==> config.mk <==
export PLATFORM = sky130hd
export DESIGN_NAME = c40_id_word_decoder_unit_flat
export DESIGN_NICKNAME = d
export VERILOG_FILES = /design/src/sv/c40idw_pkg.sv /design/src/sv/c40idw_if.sv /design/src/sv/c40_id_word_decoder_unit.sv /design/src/sv/c40idw_half_split.sv /design/src/flat_wrapper.sv
export SDC_FILE = /design/constraint.sdc
export NUM_CORES = 1
export LEC_CHECK = 0
export ABC_AREA = 1
export BUFFER_PORTS_ARGS = -buffer_cell sky130_fd_sc_hd__clkbuf_2
export CORE_ASPECT_RATIO = 1.25
export CORE_MARGIN = 2
export CORE_UTILIZATION = 60
export DETAILED_ROUTE_END_ITERATION = 6
export PLACE_DENSITY = 0.77
export SLEW_MARGIN = 10
export SYNTH_ARGS = -nofsm -noshare
export SYNTH_HDL_FRONTEND = slang
export SYNTH_SLANG_ARGS = --single-unit
==> constraint.sdc <==
create_clock -name i_clk -period 18.7 [get_ports i_clk]
set_clock_uncertainty 0.1 [all_clocks]
set_input_delay 1.87 -clock i_clk [delete_from_list [all_inputs] [get_ports i_clk]]
set_output_delay 1.87 -clock i_clk [all_outputs]
set_load 0.02 [all_outputs]
==> src/sv/c40idw_pkg.sv <==
// c40idw_pkg: shared types, constants and the digit-to-ASCII map for the C40 id-word decoder.
// No dependencies; compile first.
`timescale 1ns / 1ps

package c40idw_pkg;

    typedef logic [6:0]  t_char;
    typedef logic [5:0]  t_digit;
    typedef logic [15:0] t_half_word;

    // three characters of one halfword and whether all three digits are legal
    typedef struct packed {
        t_char c0;
        t_char c1;
        t_char c2;
        logic  ok;
    } t_half;

    // reciprocal constants: floor(x/1600) and floor(x/40) for any 16-bit x
    localparam int unsigned   RECIP_1600_SHIFT = 32;
    localparam logic [21:0]   RECIP_1600       = 22'd2684355;
    localparam int unsigned   RECIP_40_SHIFT   = 22;
    localparam logic [16:0]   RECIP_40         = 17'd104858;

    localparam t_digit DIGIT_NUM_FIRST   = 6'd4;
    localparam t_digit DIGIT_NUM_LAST    = 6'd13;
    localparam t_digit DIGIT_ALPHA_FIRST = 6'd14;
    localparam t_digit DIGIT_ALPHA_LAST  = 6'd39;
    localparam t_char  ASCII_ZERO        = 7'h30;
    localparam t_char  ASCII_UPPER_A     = 7'h41;
    localparam t_char  ASCII_NONE        = 7'h00;

    localparam logic [2:0] CHARS_PER_HALF = 3'd3;
    localparam logic [2:0] CHARS_PER_WORD = 3'd6;

    function automatic t_char digit_to_ascii(input t_digit d);
        t_char c;
        case (d) inside
            [DIGIT_NUM_FIRST:DIGIT_NUM_LAST]: begin
                c = ASCII_ZERO + {1'b0, d} - {1'b0, DIGIT_NUM_FIRST};
            end
            [DIGIT_ALPHA_FIRST:DIGIT_ALPHA_LAST]: begin
                c = ASCII_UPPER_A + {1'b0, d} - {1'b0, DIGIT_ALPHA_FIRST};
            end
            default: begin
                c = ASCII_NONE;
            end
        endcase
        return c;
    endfunction

endpackage

==> src/sv/c40idw_if.sv <==
// c40idw_in_if / c40idw_out_if: valid/ready channels of the C40 id-word decoder.
// No dependencies beyond the language.
`timescale 1ns / 1ps

interface c40idw_in_if;
    logic        valid;
    logic        ready;
    logic [31:0] id_word;
    logic        list_start;

    modport source (output valid, output id_word, output list_start, input ready);
    modport sink   (input valid, input id_word, input list_start, output ready);
endinterface

interface c40idw_out_if;
    logic       valid;
    logic       ready;
    logic [6:0] char_a;
    logic [6:0] char_b;
    logic [6:0] char_c;
    logic [6:0] char_d;
    logic [6:0] char_e;
    logic [6:0] char_f;
    logic [2:0] chars_emitted;
    logic       list_ended;
    logic       decode_failed;
    logic [5:0] total_chars;

    modport source (
        output valid, output char_a, output char_b, output char_c, output char_d,
        output char_e, output char_f, output chars_emitted, output list_ended,
        output decode_failed, output total_chars, input ready
    );
    modport sink (
        input valid, input char_a, input char_b, input char_c, input char_d,
        input char_e, input char_f, input chars_emitted, input list_ended,
        input decode_failed, input total_chars, output ready
    );
endinterface

==> src/sv/c40_id_word_decoder_unit.sv <==
// c40_id_word_decoder_unit: C40 identifier-word decoder, top level.
// Depends on c40idw_pkg, c40idw_if and c40idw_half_split.
//
//   port    | dir | beat contents
//   --------+-----+----------------------------------------------------------
//   i_in    | in  | id_word[31:0], list_start
//   o_out   | out | char_a..char_f, chars_emitted, list_ended, decode_failed,
//           |     | total_chars
//
// One beat per cycle while o_out is ready; path: input register, then result register.
// Count, end and failure flags update in the decode cycle, so each word sees the
// state left by the one before it.
// A held result register stalls the input register, which then deasserts ready.
// Synchronous active-low reset clears valids and list state.
`timescale 1ns / 1ps

module c40_id_word_decoder_unit #(
    parameter int unsigned MAX_CHARS = 36
) (
    input  logic               i_clk,
    input  logic               i_rst_n,
    c40idw_in_if.sink          i_in,
    c40idw_out_if.source       o_out
);
    import c40idw_pkg::*;

    typedef struct packed {
        t_char      char_a;
        t_char      char_b;
        t_char      char_c;
        t_char      char_d;
        t_char      char_e;
        t_char      char_f;
        logic [2:0] emitted;
        logic       ended;
        logic       failed;
        logic [5:0] total;
    } t_result;

    logic        r_s1_valid;
    logic [31:0] r_s1_word;
    logic        r_s1_start;
    logic        r_o_valid;
    t_result     r_res;
    t_result     n_res;
    logic [5:0]  r_total;
    logic        r_ended;
    logic        r_failed;

    logic        adv;
    logic [5:0]  eff_total;
    logic        eff_ended;
    logic        eff_failed;
    logic [2:0]  need;
    logic [6:0]  sum;
    logic        fits;
    logic        hi_nz;
    logic        ok;
    t_half       lo_half;
    t_half       hi_half;

    assign adv        = r_s1_valid && (!r_o_valid || o_out.ready);
    assign i_in.ready = !r_s1_valid || adv;

    c40idw_half_split u_lo (.i_half(r_s1_word[15:0]),  .o_half(lo_half));
    c40idw_half_split u_hi (.i_half(r_s1_word[31:16]), .o_half(hi_half));

    always_comb begin
        eff_total  = r_s1_start ? 6'd0 : r_total;
        eff_ended  = r_s1_start ? 1'b0 : r_ended;
        eff_failed = r_s1_start ? 1'b0 : r_failed;
        hi_nz      = r_s1_word[31:16] != '0;
        need       = hi_nz ? CHARS_PER_WORD : CHARS_PER_HALF;
        sum        = {1'b0, eff_total} + {4'd0, need};
        fits       = sum <= 7'(MAX_CHARS);
        ok         = fits && lo_half.ok && (!hi_nz || hi_half.ok);

        n_res         = '0;
        n_res.ended   = eff_ended;
        n_res.failed  = eff_failed;
        n_res.total   = eff_total;
        if (!eff_ended && !eff_failed) begin
            if (r_s1_word == '0) begin
                n_res.ended = 1'b1;
            end else if (ok) begin
                n_res.char_a  = lo_half.c0;
                n_res.char_b  = lo_half.c1;
                n_res.char_c  = lo_half.c2;
                n_res.char_d  = hi_nz ? hi_half.c0 : ASCII_NONE;
                n_res.char_e  = hi_nz ? hi_half.c1 : ASCII_NONE;
                n_res.char_f  = hi_nz ? hi_half.c2 : ASCII_NONE;
                n_res.emitted = need;
                n_res.total   = sum[5:0];
            end else begin
                n_res.failed = 1'b1;
            end
        end
    end

    always_ff @(posedge i_clk) begin
        if (!i_rst_n) begin
            r_s1_valid <= 1'b0;
            r_o_valid  <= 1'b0;
            r_total    <= '0;
            r_ended    <= 1'b0;
            r_failed   <= 1'b0;
        end else begin
            if (i_in.ready) begin
                r_s1_valid <= i_in.valid;
            end
            if (adv) begin
                r_o_valid <= 1'b1;
                r_total   <= n_res.total;
                r_ended   <= n_res.ended;
                r_failed  <= n_res.failed;
            end else if (o_out.ready) begin
                r_o_valid <= 1'b0;
            end
        end
    end

    always_ff @(posedge i_clk) begin
        if (i_in.valid && i_in.ready) begin
            r_s1_word  <= i_in.id_word;
            r_s1_start <= i_in.list_start;
        end
        if (adv) begin
            r_res <= n_res;
        end
    end

    assign o_out.valid         = r_o_valid;
    assign o_out.char_a        = r_res.char_a;
    assign o_out.char_b        = r_res.char_b;
    assign o_out.char_c        = r_res.char_c;
    assign o_out.char_d        = r_res.char_d;
    assign o_out.char_e        = r_res.char_e;
    assign o_out.char_f        = r_res.char_f;
    assign o_out.chars_emitted = r_res.emitted;
    assign o_out.list_ended    = r_res.ended;
    assign o_out.decode_failed = r_res.failed;
    assign o_out.total_chars   = r_res.total;

    a_total_limit: assert property (@(posedge i_clk) disable iff (!i_rst_n)
        r_total <= 6'(MAX_CHARS))
        else $error("character count beyond limit");

    a_blank_chars: assert property (@(posedge i_clk) disable iff (!i_rst_n)
        (r_o_valid && r_res.emitted == 3'd0) |->
        (r_res.char_a == ASCII_NONE && r_res.char_b == ASCII_NONE
         && r_res.char_c == ASCII_NONE && r_res.char_d == ASCII_NONE
         && r_res.char_e == ASCII_NONE && r_res.char_f == ASCII_NONE))
        else $error("characters present with zero count");

    a_emit_clean: assert property (@(posedge i_clk) disable iff (!i_rst_n)
        (r_o_valid && r_res.emitted != 3'd0) |-> (!r_res.failed && !r_res.ended))
        else $error("characters emitted in ended or failed list");

    a_closed_list: assert property (@(posedge i_clk) disable iff (!i_rst_n)
        (adv && !r_s1_start && (r_ended || r_failed)) |=>
        (r_res.emitted == 3'd0 && $stable(r_total)))
        else $error("closed list changed");

    a_s1_hold: assert property (@(posedge i_clk) disable iff (!i_rst_n)
        (r_s1_valid && !adv) |=> (r_s1_valid && $stable(r_s1_word)))
        else $error("input register lost a beat");

endmodule

==> src/sv/c40idw_half_split.sv <==
// c40idw_half_split: splits one halfword into three base-40 digits and maps them to ASCII.
// Depends on c40idw_pkg. Purely combinational.
`timescale 1ns / 1ps

module c40idw_half_split (
    input  c40idw_pkg::t_half_word i_half,
    output c40idw_pkg::t_half      o_half
);
    import c40idw_pkg::*;

    logic [15:0] x;
    logic [37:0] p_hi;
    logic [32:0] p_mid;
    t_digit      d1;
    logic [10:0] q;
    logic [10:0] d2_w;
    logic [15:0] d3_w;
    t_digit      d2;
    t_digit      d3;

    assign x     = i_half - 16'd1;
    assign p_hi  = {22'd0, x} * {16'd0, RECIP_1600};
    assign p_mid = {17'd0, x} * {16'd0, RECIP_40};
    assign d1    = p_hi[RECIP_1600_SHIFT +: 6];
    assign q     = p_mid[RECIP_40_SHIFT +: 11];
    assign d2_w  = q - ({5'd0, d1} * 11'd40);
    assign d3_w  = x - ({5'd0, q} * 16'd40);
    assign d2    = d2_w[5:0];
    assign d3    = d3_w[5:0];

    always_comb begin
        o_half.c0 = digit_to_ascii(d1);
        o_half.c1 = digit_to_ascii(d2);
        o_half.c2 = digit_to_ascii(d3);
        o_half.ok = (i_half != '0) && (o_half.c0 != ASCII_NONE)
                    && (o_half.c1 != ASCII_NONE) && (o_half.c2 != ASCII_NONE);
    end

endmodule

==> src/flat_wrapper.sv <==
// flat-port wrapper written by rule: the top's interface ports become plain ports
module c40_id_word_decoder_unit_flat import c40idw_pkg::*;
#(
    parameter int unsigned MAX_CHARS = 36
)
  (i_clk, i_rst_n, i_in_valid, i_in_id_word, i_in_list_start, i_in_ready, o_out_valid, o_out_char_a, o_out_char_b, o_out_char_c, o_out_char_d, o_out_char_e, o_out_char_f, o_out_chars_emitted, o_out_list_ended, o_out_decode_failed, o_out_total_chars, o_out_ready);
  c40idw_in_if i_in_i ();
  c40idw_out_if o_out_i ();
  input  logic i_clk;
  input  logic i_rst_n;
  input wire logic [$bits(i_in_i.valid)-1:0] i_in_valid;
  input wire logic [$bits(i_in_i.id_word)-1:0] i_in_id_word;
  input wire logic [$bits(i_in_i.list_start)-1:0] i_in_list_start;
  output wire logic [$bits(i_in_i.ready)-1:0] i_in_ready;
  output wire logic [$bits(o_out_i.valid)-1:0] o_out_valid;
  output wire logic [$bits(o_out_i.char_a)-1:0] o_out_char_a;
  output wire logic [$bits(o_out_i.char_b)-1:0] o_out_char_b;
  output wire logic [$bits(o_out_i.char_c)-1:0] o_out_char_c;
  output wire logic [$bits(o_out_i.char_d)-1:0] o_out_char_d;
  output wire logic [$bits(o_out_i.char_e)-1:0] o_out_char_e;
  output wire logic [$bits(o_out_i.char_f)-1:0] o_out_char_f;
  output wire logic [$bits(o_out_i.chars_emitted)-1:0] o_out_chars_emitted;
  output wire logic [$bits(o_out_i.list_ended)-1:0] o_out_list_ended;
  output wire logic [$bits(o_out_i.decode_failed)-1:0] o_out_decode_failed;
  output wire logic [$bits(o_out_i.total_chars)-1:0] o_out_total_chars;
  input wire logic [$bits(o_out_i.ready)-1:0] o_out_ready;
  assign i_in_i.valid = i_in_valid;
  assign i_in_i.id_word = i_in_id_word;
  assign i_in_i.list_start = i_in_list_start;
  assign i_in_ready = i_in_i.ready;
  assign o_out_valid = o_out_i.valid;
  assign o_out_char_a = o_out_i.char_a;
  assign o_out_char_b = o_out_i.char_b;
  assign o_out_char_c = o_out_i.char_c;
  assign o_out_char_d = o_out_i.char_d;
  assign o_out_char_e = o_out_i.char_e;
  assign o_out_char_f = o_out_i.char_f;
  assign o_out_chars_emitted = o_out_i.chars_emitted;
  assign o_out_list_ended = o_out_i.list_ended;
  assign o_out_decode_failed = o_out_i.decode_failed;
  assign o_out_total_chars = o_out_i.total_chars;
  assign o_out_i.ready = o_out_ready;
  c40_id_word_decoder_unit #(.MAX_CHARS(MAX_CHARS)) u_core (.i_clk(i_clk), .i_rst_n(i_rst_n), .i_in(i_in_i), .o_out(o_out_i));
endmodule
==> metrics, run 1 <==
max_slew headroom 25.51%; worst r2r src u_core.r_s1_word[16]$_DFFE_PP_; GRT Total Usage 34.31%; crit-path max FO 22; Post-CTS Resized 0; CTS buffer count 9; FF-to-FF setup slack 7320 ps; via count 21020; syn_nets 4073; Pins Over Slew Limit 0; fin crit share 60.84%; DRC Markers 0; Cell Rows 85; mean post-synth cell area 8.413 sq um; CTS tree yes; Most common cell on crit path nand2_1; unrepaired setup endpoints after global routing false; crit path kind reg -> reg; TritonCTS Sinks 96; DR WL/cell 19.76 um; First DRT Iteration DRCs 1130; synthesized cell area 26360 sq um; Worst-Skew Late Latency 380 ps; Req. time, crit path 18800 ps; TritonRoute pass-1 iters 5; Max Clock Freq 87.89 MHz; DR vias/cell 5.509; hold buffer count at CTS 0; Die Height 238.3 um; Clock Tree Root clkbuf_16; worst-margin pin slew 1116 ps; fin crit period 11380 ps; Max Cap Viol 0; Post-Syn Instances 3133; Starting Density 61.04%; antenna violations before repair 2; final setup violation count 0; R2R depth 44; final hold violations 0; setup bufs post-CTS 0; Bufs on Longest Clock Path 2; register bit total from synthesis 96; Synth Warn # 0; Critical Path Source Type flop; Clock transition at path regs 70 ps; Fin Setup TNS 0 ps; vias in the first global route 22340; Worst EP arrival 11470 ps; Post-synth EDFFs 86; Port Buffer Count 91; final wirelength 75420 um; Largest stage delay, worst path 670 ps; die area 45630 sq um; critical path capture point u_core.o_out.char_d[1]$_SDFFCE_PP0P_; core area 43180 sq um; global-route wire length before repair 117600 um; DP Area 27600 sq um; design area 27900 sq um; share of cells above drive strength 1 6.677%; critical path capture point type flop; largest net degree at the start of global routing 51; sequential-to-total area share from yosys stat 10.56%; fill count 3710; outcome finished, final reports clean; post-route ant nets 0; count of cell types in the netlist 56; min-delay worst type reg -> reg; Synth Flop Type edfxtp_1; Nets 4185; area added between synthesis and finish 5.844%; Synth async-reset ratio 0%; Top-Level Pins 92; H-tree Lvls 3; final RePlAce weighted congestion 1.012; gr ovfl total 0; dpl hpwl 67240 um; Die X 191.5 um; CP startpoint u_core.r_s1_word[16]$_DFFE_PP_; reg2reg end u_core.o_out.char_d[1]$_SDFFCE_PP0P_; slowest CP cell edfxtp_1
Yosys cell counts (8+ instances only):
cell type	count	area share (%)
nand2_1	537	7.6
o21bai_1	13	0.37
or2_2	8	0.19
o21ai_0	53	1.0
nor3_1	26	0.49
xnor2_1	18	0.60
nand3_1	93	1.8
nor2_4	8	0.34
nor4_1	8	0.19
nand2_2	29	0.69
edfxtp_1	86	9.8
ha_1	525	25
nand4_1	33	0.78
nor2_1	215	3.1
inv_2	12	0.17
xor2_1	38	1.3
nor3_2	9	0.34
a21o_1	13	0.37
dfxtp_1	10	0.76
fa_1	378	29
inv_1	816	12
a21oi_1	128	2.4
routing by layer:
| metal | global-route usage (%) | part of all wire (%) |
|---|---|---|
| met1 | 34.59 | 34 |
| met2 | 63.65 | 53 |
| met3 | 4.515 | 4.2 |
| met4 | 25.64 | 8.6 |
| met5 | 0 | 0.017 |
per-stage QoR:
step	hold slack (ps)	cells	utilization (%)	setup slack (ps)
floorplan	414.2	3133	-	9747
global placement	394.5	3799	63.92	7465
detailed placement	402.3	3799	63.92	7363
CTS	412.0	3815	64.60	7324
global route	472.1	3815	64.60	6518
finish	409.9	3816	64.61	7323
how the worst min path moves through the flow:
stage	start	to	slack [ps]	cells past startpoint
finish	u_core.o_out.valid$_SDFFE_PN0P_	u_core.o_out.valid$_SDFFE_PN0P_	410	2
global route	u_core.o_out.valid$_SDFFE_PN0P_	u_core.o_out.valid$_SDFFE_PN0P_	470	2
CTS	u_core.o_out.valid$_SDFFE_PN0P_	u_core.o_out.valid$_SDFFE_PN0P_	410	2
detailed placement	u_core.o_out.valid$_SDFFE_PN0P_	u_core.o_out.valid$_SDFFE_PN0P_	400	2
global placement	u_core.o_out.valid$_SDFFE_PN0P_	u_core.o_out.valid$_SDFFE_PN0P_	390	2
floorplan	u_core.r_total[0]$_SDFFE_PN0P_	u_core.r_total[0]$_SDFFE_PN0P_	410	4
cells by family after synthesis:
kind of cell	synth area share (%)
and+or+nand+nor	16.75
DFF	10.56
adders and majority gates	53.63
AOI/OAI and AO/OA	5.160
xor gates and xnor gates	1.923
buffers and inverters	11.97
state kept, by name, summed over array words and instances (netlist names):
| name | cells |
|---|---|
| u_core.o_out.char_c | 7 |
| u_core.o_out.char_a | 7 |
| u_core.r_total | 6 |
| u_core.o_out.total_chars | 6 |
| u_core.r_s1_valid | 1 |
| u_core.r_s1_word | 32 |
| u_core.r_s1_start | 1 |
| u_core.o_out.char_d | 7 |
| u_core.o_out.char_f | 7 |
| u_core.r_failed | 1 |
| u_core.o_out.decode_failed | 1 |
| u_core.o_out.valid | 1 |
| u_core.o_out.chars_emitted | 3 |
| u_core.o_out.char_b | 7 |
| u_core.o_out.char_e | 7 |
| u_core.o_out.list_ended | 1 |
| u_core.r_ended | 1 |
critical path, delay by kind of cell, from the launching register on:
family	cells	cell delay (ps)
fa+ha+maj	10	4880
buf+inv	8	1300
xor+xnor	1	610
flops	1	670
compound gates	1	180
simple gates	24	3440
final cells by class:
cell class	instances	area, sq um	share of cell area (%)
multi-input combinational	2201	20430	73.22
antenna	1	2.502	0.008970
clock buffer	9	225.2	0.8073
inverter	832	3123	11.19
tap	565	706.9	2.534
sequential	96	2783	9.975
timing repair buffer	105	560.5	2.009
clock inverter	7	70.07	0.2512
layout by cell type (no fill, tap or decap), drive strengths merged, types with 4 or more instances in the layout:
cell type	synthesis	final
buf	4	14
clkinv	4	8
nand4	34	34
nand3b	4	4
a21boi	6	6
clkbuf	0	100
nand2	572	572
a31oi	6	6
nor2	229	229
ha	525	525
fa	378	378
nor4	9	9
or2	9	9
o21ai	54	54
a21oi	130	130
o21bai	13	13
dfxtp	10	10
nor3	35	35
nand3	100	100
xnor2	18	18
xor2	39	39
edfxtp	86	86
inv	828	831
a21o	13	13
Power of run 1 is not shown: default switching activity piles up to over one toggle a cycle in this logic, so the estimate is an artifact.
==> run 2: changes to the inputs <==
--- a/config.mk
+++ b/config.mk
@@ -5,13 +5,13 @@
 export SDC_FILE = /design/constraint.sdc
 export NUM_CORES = 1
 export LEC_CHECK = 0
-export ABC_AREA = 1
+export ABC_AREA = 0
 export BUFFER_PORTS_ARGS = -buffer_cell sky130_fd_sc_hd__clkbuf_2
 export CORE_ASPECT_RATIO = 1.25
 export CORE_MARGIN = 2
 export CORE_UTILIZATION = 60
 export DETAILED_ROUTE_END_ITERATION = 6
-export PLACE_DENSITY = 0.77
+export PLACE_DENSITY = 0.78
 export SLEW_MARGIN = 10
 export SYNTH_ARGS = -nofsm -noshare
 export SYNTH_HDL_FRONTEND = slang
==> constraint.sdc (replaced) <==
create_clock -name i_clk -period 10.7 [get_ports i_clk]
set_clock_uncertainty 0.1 [all_clocks]
set_input_delay 1.07 -clock i_clk [delete_from_list [all_inputs] [get_ports i_clk]]
set_output_delay 1.07 -clock i_clk [all_outputs]
set_load 0.02 [all_outputs]
==> metrics, run 2 <==
Cell Rows 82; register area 2783 sq um; CP startpoint u_core.r_s1_word[25]$_DFFE_PP_; Critical Path Source Type flop; max_slew headroom 29.98%; outcome finished, final reports clean; final setup violation count 0; fin crit share 97.05%; TritonCTS Sinks 96; mean post-synth cell area 9.917 sq um; commonest non-fill, non-tap cell in the layout inv_1; final wirelength 67170 um; Bufs on Longest Clock Path 2; Most common cell on crit path fa_1; Worst-Skew Late Latency 360 ps; via count 18330; Multi-input gate area 19510 sq um; worst r2r src u_core.r_s1_word[25]$_DFFE_PP_; First DRT Iteration DRCs 1057; dpl hpwl 59160 um; Max Clock Freq 96.30 MHz; crit path kind reg -> reg; Largest stage delay, worst path 590 ps; Req. time, crit path 10690 ps; DR vias/cell 5.695; min-delay worst type reg -> reg; hold buffer count at CTS 0; GRT Total Usage 32.95%; met2 usage 59.62%; hold path startpoint u_core.r_total[2]$_SDFFE_PN0P_; syn_nets 3417; most frequent cells in the layout inv_1, ha_1, fa_1, nor2_1, nand2_1; CTS tree yes; final core occ 66.80%; Biggest register u_core.r_s1_word; synthesized cell area 24560 sq um; TritonRoute pass-1 iters 7; gr ovfl total 0; Synth top cells by count inv_1, ha_1, fa_1; critical path capture point type flop; Yosys top cell by area fa_1; Starting Density 61.08%; worst-margin pin slew 1043 ps; Area contributors post-synth fa_1, ha_1, edfxtp_1; Synth Flop Type edfxtp_1; largest net degree at the start of global routing 61; fin crit period 10380 ps; Most Used Layer, Global Route met2; Die Height 230.2 um; slowest CP cell fa_1; CTS buffer count 9; register bit total from synthesis 96; max reg flops 32; final RePlAce weighted congestion 1.033; DR WL/cell 20.87 um; crit-path max FO 6; Port Buffer Count 91; core area 40220 sq um; Synth Warn # 0; Synth async-reset ratio 0%; area added between synthesis and finish 9.367%; met3 Use GR 3.073%; Post-synth EDFFs 86; Worst EP arrival 10380 ps; vias in the first global route 19900; Max Cap Viol 0; dominant cell by count in the synthesized netlist inv_1; die area 42580 sq um; Nets 3607; final hold violations 0; Clock Tree Root clkbuf_16; sequential-to-total area share from yosys stat 11.33%; fill count 3245; Die X 185.0 um; met1 Use GR 36.81%; antenna violations before repair 2; top-area cell type share of the netlist area 30.81%; DRC Markers 0; post-route ant nets 0; Pins Over Slew Limit 0; H-tree Lvls 3; Top-Level Pins 92; global-route wire length before repair 106000 um; Post-Syn Instances 2477; Clock transition at path regs 70 ps; share of cells above drive strength 1 10.03%; count of cell types in the netlist 85; design area 26860 sq um; DP Area 26310 sq um
[run 2: changes by cell type after synthesis, sizes merged, moves of 18 or more]
cell,before,now
a211oi,3,31
a21oi,130,86
inv,828,619
nand2,572,107
nand3,100,34
nand4,34,16
nor2,229,107
xnor2,18,60
[run 2: layer usage]
metal  part of all wire, %  up-vias  wire length [um]
li1                      -     8502                 -
met1                    36     9083             24460
met2                    52      522             34870
met3                   3.4      226              2317
met4                   8.2        0              5522
met5                     0        -                 0
[run 2: worst paths after layout]
kind,end,slack (ps),depth (start not counted)
max,u_core.o_out.total_chars[5]$_DFFE_PP_,320,35
min,u_core.r_total[2]$_SDFFE_PN0P_,400,2
max reg2reg,u_core.o_out.total_chars[5]$_DFFE_PP_,320,35
min reg2reg,u_core.r_total[2]$_SDFFE_PN0P_,400,2
[run 2: cell families after synthesis]
kind of cell               share of synthesized area [%]
muxes                                             0.4584
adders and majority gates                          57.55
AOI/OAI and AO/OA                                  8.695
buffers and inverters                              9.851
DFF                                                11.33
and+or+nand+nor                                    8.481
xor gates and xnor gates                           3.637
[run 2: cell type report]
cell class / instances / share of cell area, %
multi-input cells: 1742 / 72.62
flip-flops and latches: 96 / 10.36
inverters: 621 / 8.681
repair buffers: 197 / 4.704
well taps: 546 / 2.543
clock buffers: 11 / 0.8663
clock inverters: 5 / 0.2142
diodes: 1 / 0.009315
[run 2: critical path: cells and delay by family (launching register included)]
family,cells,cell delay [ps]
flip-flops,1,450
AO/OA/AOI/OAI,4,870
AND/OR/NAND/NOR,12,3170
buffers and inverters,3,440
adder cells (fa/ha/maj),9,3630
XOR/XNOR,7,1460
[run 2: through the flow]
stage          hold slack, ps  setup slack [ps]  TNS (ps)  instances
2_1_floorplan           345.1             98.94         0       2477
3_3_place_gp            364.4             109.0         0       3186
3_5_place_dp            385.1            -122.1     -2697       3186
4_1_cts                 394.3             1.927         0       3203
5_1_grt                 414.3           -0.9317   -0.9317       3219
6_report                399.0             315.5         0       3219
[run 2: what timing repair did]
item	in CTS	in global routing
resized for setup	4	24
pin swaps	1	17
cloned	0	1
buffers inserted	1	14
setup endpoints to repair	54	59
Power of run 2 is left out for the same reason.
==> run 3: changes to the inputs <==
--- a/config.mk
+++ b/config.mk
@@ -11,7 +11,7 @@
 export CORE_MARGIN = 2
 export CORE_UTILIZATION = 60
 export DETAILED_ROUTE_END_ITERATION = 6
-export PLACE_DENSITY = 0.78
+export PLACE_DENSITY = 0.89
 export SLEW_MARGIN = 10
 export SYNTH_ARGS = -nofsm -noshare
 export SYNTH_HDL_FRONTEND = slang
==> metrics, run 3 (synthesized netlist as in run 2, its figures left out) <==
min-delay worst type reg -> reg; hold path startpoint u_core.r_ended$_SDFFE_PN0P_; global-route wire length before repair 112300 um; fill count 3016; GRT Total Usage 34.90%; max_slew headroom 21.50%; Clock Tree Root clkbuf_16; Biggest register u_core.r_s1_word; WHS Path Cells 2; fin crit share 97.46%; Bufs on Longest Clock Path 2; final setup violation count 0; Hold EP u_core.r_ended$_SDFFE_PN0P_; commonest non-fill, non-tap cell in the layout inv_1; fin crit period 10430 ps; R2R depth 36; final hold violations 0; core area 40220 sq um; Max Cap Viol 0; final wirelength 71530 um; final RePlAce weighted congestion 1.053; Req. time, crit path 10700 ps; DRC Markers 0; TritonRoute pass-1 iters 6; outcome finished, final reports clean; crit-path max FO 6; share of cells above drive strength 1 10.71%; most frequent cells in the layout inv_1, ha_1, fa_1, nor2_1, nand2_1; CTS buffer count 9; Starting Density 61.08%; First DRT Iteration DRCs 1442; Clock transition at path regs 80 ps; die area 42580 sq um; crit path kind reg -> reg; gr ovfl total 0; Top-Level Pins 92; DR vias/cell 5.931; slowest CP cell fa_1; largest net degree at the start of global routing 61; Nets 3606; final cell count without fillers 3217; worst-margin pin slew 1172 ps; via count 19080; H-tree Lvls 3; critical path capture point type flop; placed cells 3185; Largest stage delay, worst path 560 ps; vias in the first global route 20970; Max Clock Freq 95.89 MHz; worst r2r src u_core.r_s1_word[25]$_DFFE_PP_; reg2reg end u_core.o_out.total_chars[5]$_DFFE_PP_; FF-to-FF setup slack 270 ps; Pins Over Slew Limit 0; DR WL/cell 22.24 um; Port Buffer Count 91; Most common cell on crit path fa_1; Worst-Skew Late Latency 360 ps; area added between synthesis and finish 9.948%; TritonCTS Sinks 96; Die X 185.0 um; Critical Path Source Type flop; antenna violations before repair 0; CTS tree yes; Worst EP arrival 10430 ps; dpl hpwl 59880 um; Cell Rows 82; Die Height 230.2 um; post-route ant nets 0; max reg flops 32; Antenna Cells 0
-- run 3: changes by cell type in the layout (fill, tap and decap cells not counted), sizes merged --
cell      before  now
buf          106  105
bufinv         1    3
clkbuf       102  100
inv          620  622
clkinvlp       2    0
diode          1    0
-- run 3: stage by stage --
| step | setup TNS (ps) | util [%] | setup slack [ps] | area, sq um | hold WS, ps |
|---|---|---|---|---|---|
| 4_1_cts | 0 | 66.39 | 37.98 | 26700 | 397.9 |
| 3_5_place_dp | -1880 | 65.40 | -89.14 | 26300 | 390.0 |
| 3_3_place_gp | 0 | 65.40 | 124.5 | 26300 | 358.1 |
| 2_1_floorplan | 0 | - | 98.94 | 24580 | 345.1 |
| 6_report | 0 | 67.15 | 271.6 | 27010 | 399.9 |
| 5_1_grt | -118.9 | 67.15 | -30.61 | 27010 | 428.3 |
-- run 3: final cells by class --
type | count | area (sq um) | area share, %
multi-input combinational | 1742 | 19590 | 72.53
sequential | 96 | 2783 | 10.30
inverter | 621 | 2332 | 8.636
timing repair buffer | 196 | 1261 | 4.670
tap | 546 | 683.2 | 2.530
clock buffer | 9 | 225.2 | 0.8339
clock inverter | 7 | 135.1 | 0.5003
-- run 3: worst max path at each step --
stage               slack, ps                                     to                           start
floorplan                 100  u_core.o_out.total_chars[5]$_DFFE_PP_   u_core.r_s1_word[0]$_DFFE_PP_
global placement          120  u_core.o_out.total_chars[5]$_DFFE_PP_  u_core.r_s1_word[25]$_DFFE_PP_
detailed placement        -90   u_core.o_out.char_b[0]$_SDFFCE_PP0P_  u_core.r_s1_word[25]$_DFFE_PP_
CTS                        40   u_core.o_out.char_f[1]$_SDFFCE_PP0P_   u_core.r_s1_word[0]$_DFFE_PP_
global route              -30  u_core.o_out.total_chars[3]$_DFFE_PP_   u_core.r_s1_word[0]$_DFFE_PP_
finish                    270  u_core.o_out.total_chars[5]$_DFFE_PP_  u_core.r_s1_word[25]$_DFFE_PP_
-- run 3: timing repair --
item	4_1_cts	5_1_grt
setup buffers	3	11
endpoints found under the setup margin	54	59
gates resized for setup	5	43
gates cloned	0	2
pin swaps	1	15
hold buffers	0	0
-- run 3: critical path, delay by kind of cell (launching register included) --
kind            cells  cell delay [ps]
buf+inv             7              820
xor+xnor            7             1410
compound gates      6             1600
fa+ha+maj           7             3360
simple gates        9             2420
flops               1              430
-- run 3: per-layer routing --
layer | up-vias | track usage [%] | wire length, um
met5 | - | 0 | 0
met4 | 0 | 27.13 | 7346
met3 | 371 | 4.941 | 4136
met2 | 940 | 61.63 | 36150
met1 | 9277 | 37.17 | 23900
li1 | 8493 | - | -
Power of run 3 is left out for the same reason.
